[src/rtl/sip_pkg.sv]
// Shared constants and types for the segment intersection point block.
`timescale 1ns / 1ps
package sip_pkg;

   localparam int COORD_BITS_DEF = 24;
   localparam int THRESH_BITS    = 21;
   localparam int FIFO_DEPTH     = 4;

   typedef logic [1:0] status_type;

   localparam status_type STATUS_NONE     = 2'd0;
   localparam status_type STATUS_HIT      = 2'd1;
   localparam status_type STATUS_PARALLEL = 2'd2;

   localparam logic [THRESH_BITS-1:0] THRESH_RESET = THRESH_BITS'(1);

endpackage

[src/rtl/sip_fifo.sv]
// Short queue that decouples the determinant front end from the divider back end.
`timescale 1ns / 1ps
module sip_fifo import sip_pkg::*; #(
   parameter int WIDTH = 8,
   parameter int DEPTH = FIFO_DEPTH
) (
   input  logic             clock,
   input  logic             reset,
   input  logic             push,
   input  logic [WIDTH-1:0] wdata,
   output logic             full,
   input  logic             pop,
   output logic [WIDTH-1:0] rdata,
   output logic             empty
);

   localparam int AW = (DEPTH > 1) ? $clog2(DEPTH) : 1;
   localparam int CW = $clog2(DEPTH + 1);

   logic [WIDTH-1:0] mem_ff [DEPTH];
   logic [AW-1:0]    wr_ptr_ff;
   logic [AW-1:0]    rd_ptr_ff;
   logic [CW-1:0]    count_ff;
   logic [AW-1:0]    wr_ptr_in;
   logic [AW-1:0]    rd_ptr_in;
   logic [CW-1:0]    count_in;

   assign full  = (count_ff == CW'(DEPTH));
   assign empty = (count_ff == '0);
   assign rdata = mem_ff[rd_ptr_ff];

   always_comb begin
      wr_ptr_in = wr_ptr_ff;
      rd_ptr_in = rd_ptr_ff;
      count_in  = count_ff;
      if (push) begin
         wr_ptr_in = (wr_ptr_ff == AW'(DEPTH - 1)) ? '0 : wr_ptr_ff + AW'(1);
      end
      if (pop) begin
         rd_ptr_in = (rd_ptr_ff == AW'(DEPTH - 1)) ? '0 : rd_ptr_ff + AW'(1);
      end
      if (push && !pop) begin
         count_in = count_ff + CW'(1);
      end else if (pop && !push) begin
         count_in = count_ff - CW'(1);
      end
   end

   always_ff @(posedge clock) begin
      if (reset) begin
         wr_ptr_ff <= '0;
         rd_ptr_ff <= '0;
         count_ff  <= '0;
      end else begin
         wr_ptr_ff <= wr_ptr_in;
         rd_ptr_ff <= rd_ptr_in;
         count_ff  <= count_in;
      end
   end

   always_ff @(posedge clock) begin
      if (push) begin
         mem_ff[wr_ptr_ff] <= wdata;
      end
   end

endmodule

[config.mk]
export PLATFORM = sky130hd
export DESIGN_NAME = sip_fifo
export DESIGN_NICKNAME = d
export VERILOG_FILES = /design/src/rtl/sip_pkg.sv /design/src/rtl/sip_fifo.sv
export SDC_FILE = /design/constraint.sdc
export NUM_CORES = 1
export LEC_CHECK = 0
export ABC_AREA = 1
export BUFFER_PORTS_ARGS = -buffer_cell sky130_fd_sc_hd__buf_2
export CORE_ASPECT_RATIO = 1.5
export CORE_MARGIN = 1.5
export CORE_UTILIZATION = 45
export CTS_BUF_LIST = sky130_fd_sc_hd__clkbuf_2 sky130_fd_sc_hd__clkbuf_4 sky130_fd_sc_hd__clkbuf_8
export CTS_CLUSTER_SIZE = 16
export DETAILED_ROUTE_END_ITERATION = 8
export HOLD_SLACK_MARGIN = 0.02
export MAX_ROUTING_LAYER = met4
export SLEW_MARGIN = 20
export SYNTH_ARGS = -nofsm -noshare
export SYNTH_HDL_FRONTEND = slang
export SYNTH_SLANG_ARGS = --single-unit
[constraint.sdc]
create_clock -name clock -period 2.99 [get_ports clock]
set_input_delay 0.897 -clock clock [delete_from_list [all_inputs] [get_ports clock]]
set_output_delay 0.897 -clock clock [all_outputs]
set_load 0.01 [all_outputs]
==> results.sh <==
export IMPL_drt_iter0_drc=23
export IMPL_drc=0
export IMPL_yosys_warnings=0
export IMPL_critPathKind="flip-flop to primary output"
export IMPL_synth_top_cell_by_area="edfxtp_1"
export IMPL_period_needed_ns=2.583
export IMPL_post_cts_setup_buffers=0
export IMPL_fin_skew_ns=0.001162
export IMPL_setup_viol=0
export IMPL_cp_start_kind="flip-flop"
export IMPL_post_route_period_util_pct=86.38
export IMPL_syn_num_nets=154
export IMPL_power_mw=1.238
export IMPL_die_w_um=52.47
export IMPL_crit_fanout=17
export IMPL_clk_pin_slew_worst_paths_ns=0.08
export IMPL_io_pins=22
export IMPL_io_buffer_count=21
export IMPL_hold_violations=0
export IMPL_powerDensity_nw_per_um2=651.5
export IMPL_grt_overflow=0
export IMPL_root_buffer="clkbuf_8"
export IMPL_antenna_found_initial=0
export IMPL_rr_worst_depth=3
export IMPL_worstHoldPathType="flip-flop to flip-flop"
export IMPL_areaGrowthSynthToFinish_pct=15.08
export IMPL_ctsHtreeMaxLevel=2
export IMPL_grt_first_pass_wirelength_um=4498
export IMPL_start_util_pct=47.90
export IMPL_seq_area_um2=1141
export IMPL_final_nets=180
export IMPL_hpwl_um=1889
export IMPL_cp_data_arrival_time_ns=1.69
export IMPL_maxCapViolCount=0
export IMPL_synth_seq_area_share_pct=69.09
export IMPL_final_common_cell="edfxtp_1"
export IMPL_fill_cells=326
export IMPL_vias=1031
export IMPL_ys_ff_latch=41
export IMPL_ant_nets=0
export IMPL_cts_buffers_inserted=5
export IMPL_rr_startpoint="wr_ptr_ff[0]"
export IMPL_ctsLongestPathBuffers=2
export IMPL_n_antenna_cell=0
export IMPL_rsz0062_at_grt="false"
export IMPL_grt_pass1_vias=1049
export IMPL_drt_vias_per_instance=5.054
export IMPL_syn_area_per_cell_um2=12.23
export IMPL_insertion_delay_ns=0.29
export IMPL_tightest_slew_ns=0.5442
export IMPL_avgRoutedWirePerCell_um=13.14
export IMPL_cts_sinks=41
export IMPL_min_from="wr_ptr_ff[1]"
export IMPL_cts_tree="built"
export IMPL_synth_area_leaders="edfxtp_1, dfxtp_1, nor2_1, ha_1, o21ai_0"
export IMPL_cts_repair_resized=0
export IMPL_firstDrtPassIters=4
export IMPL_core_area_um2=3448
export IMPL_slew_limit_headroom_pct=63.67
export IMPL_worst_setup_path_end_kind="primary output"
export IMPL_num_rows=26
export IMPL_hold_buffers=0
export IMPL_dp_slack_ns=0.7029
export IMPL_r2r_end="mem_ff[3][7]"
export IMPL_place_gp_congestion=0.7234
export IMPL_outcome="completed"
export IMPL_drive_gt1_share_pct=20.99
export IMPL_die_h_um=77.20
export IMPL_synth_top_area_share_pct=58.18
export IMPL_synthCells=135
export IMPL_grt_max_degree=18
export IMPL_gr_usage_all_layers_pct=15.85
export IMPL_whs_endpoint="wr_ptr_ff[1]"
export IMPL_crit_required_ns=2.09
export IMPL_design_die_area_um2=4050
export IMPL_setup_slack_ns=0.4074
export IMPL_hold_path_depth=2
export IMPL_syn_area_um2=1652
export IMPL_ir_worst_vdd_uv=422.1
export IMPL_fmax_mhz=387.2
export IMPL_wl_um=2680
export IMPL_r2r_slack_ns=1.71
export IMPL_drv_slew=0
export IMPL_multiInputGateArea_um2=427.9
export IMPL_ys_types=19
export IMPL_finalSetupTns_ns=0
export IMPL_final_cell_mix="edfxtp_1, nor2_1, buf_2, inv_1, o21ai_0"
export IMPL_leakagePower_nw=0.7692
==> cell usage after synthesis (all sizes together) <==
| library cell | count |
|---|---|
| nand2 | 8 |
| o22ai | 8 |
| a21oi | 3 |
| edfxtp | 32 |
| fa | 1 |
| nand3 | 1 |
| nand4 | 1 |
| o21ai | 19 |
| dfxtp | 9 |
| nor2 | 24 |
| ha | 6 |
| buf | 2 |
| inv | 16 |
| nor3 | 4 |
| xor2 | 1 |
==> routing by layer <==
layer / part of all wire, % / global-route usage (%)
met5: 0 / -
met3: 5.4 / 4.669
met4: 2.1 / 6.923
met2: 55 / 27.25
met1: 37 / 16.00
==> kinds of logic (layout without fill, tap and decap cells) <==
group | count (synthesis) | count (layout) | share of synthesized area (%)
compound gates | 30 | 30 | 10.15
xor+xnor | 1 | 1 | 0.5304
fa+ha+maj | 7 | 7 | 5.758
buf+inv | 18 | 45 | 4.999
flops | 41 | 41 | 69.09
simple gates | 38 | 38 | 9.470
==> area by class of cell <==
type                            count  area share (%)
Multi-Input combinational cell     76           22.51
Sequential cell                    41           60.04
Inverter                           16           3.160
Clock buffer                        5           3.621
Tap cell                           42           2.765
Timing Repair Buffer               21           5.530
Clock inverter                      3           2.370
==> state kept, by name (all words and copies together) (netlist names), named ones only <==
signal	cells
wr_ptr_ff	2
mem_ff	32
count_ff	3
rd_ptr_ff	2
==> per-stage QoR <==
step	hold slack, ns	util (%)	area, um^2	cells
floorplan	0.4897	-	1652	135
global placement	0.5036	51.81	1787	196
detailed placement	0.5248	51.81	1787	196
CTS	0.5410	55.12	1901	204
global route	0.5633	55.12	1901	204
finish	0.5353	55.12	1901	204
==> worst max-delay path, cell delays in order (launching register included) <==
cell     delay (ns)
dfxtp_1        0.67
inv_2          0.26
o21ai_0        0.24
o22ai_1        0.09
buf_2          0.14
==> where the power goes <==
group / leakage [nW] / internal, mW / switching, mW / total, mW
sequential: 0.369 / 0.646 / 0.0225 / 0.668
combinational: 0.342 / 0.0528 / 0.0802 / 0.133
clock: 0.0587 / 0.250 / 0.187 / 0.437
==> worst max-delay path by stage <==
stage,from,endpoint,slack [ns]
4_1_cts,flip-flop,rdata[7],0.38
2_1_floorplan,pop,count_ff[2],1.04
3_3_place_gp,flip-flop,rdata[1],0.79
6_report,flip-flop,rdata[0],0.41
3_5_place_dp,flip-flop,rdata[7],0.70
5_1_grt,flip-flop,rdata[0],0.19
No activity file was read; power rests on OpenSTA's default activity.
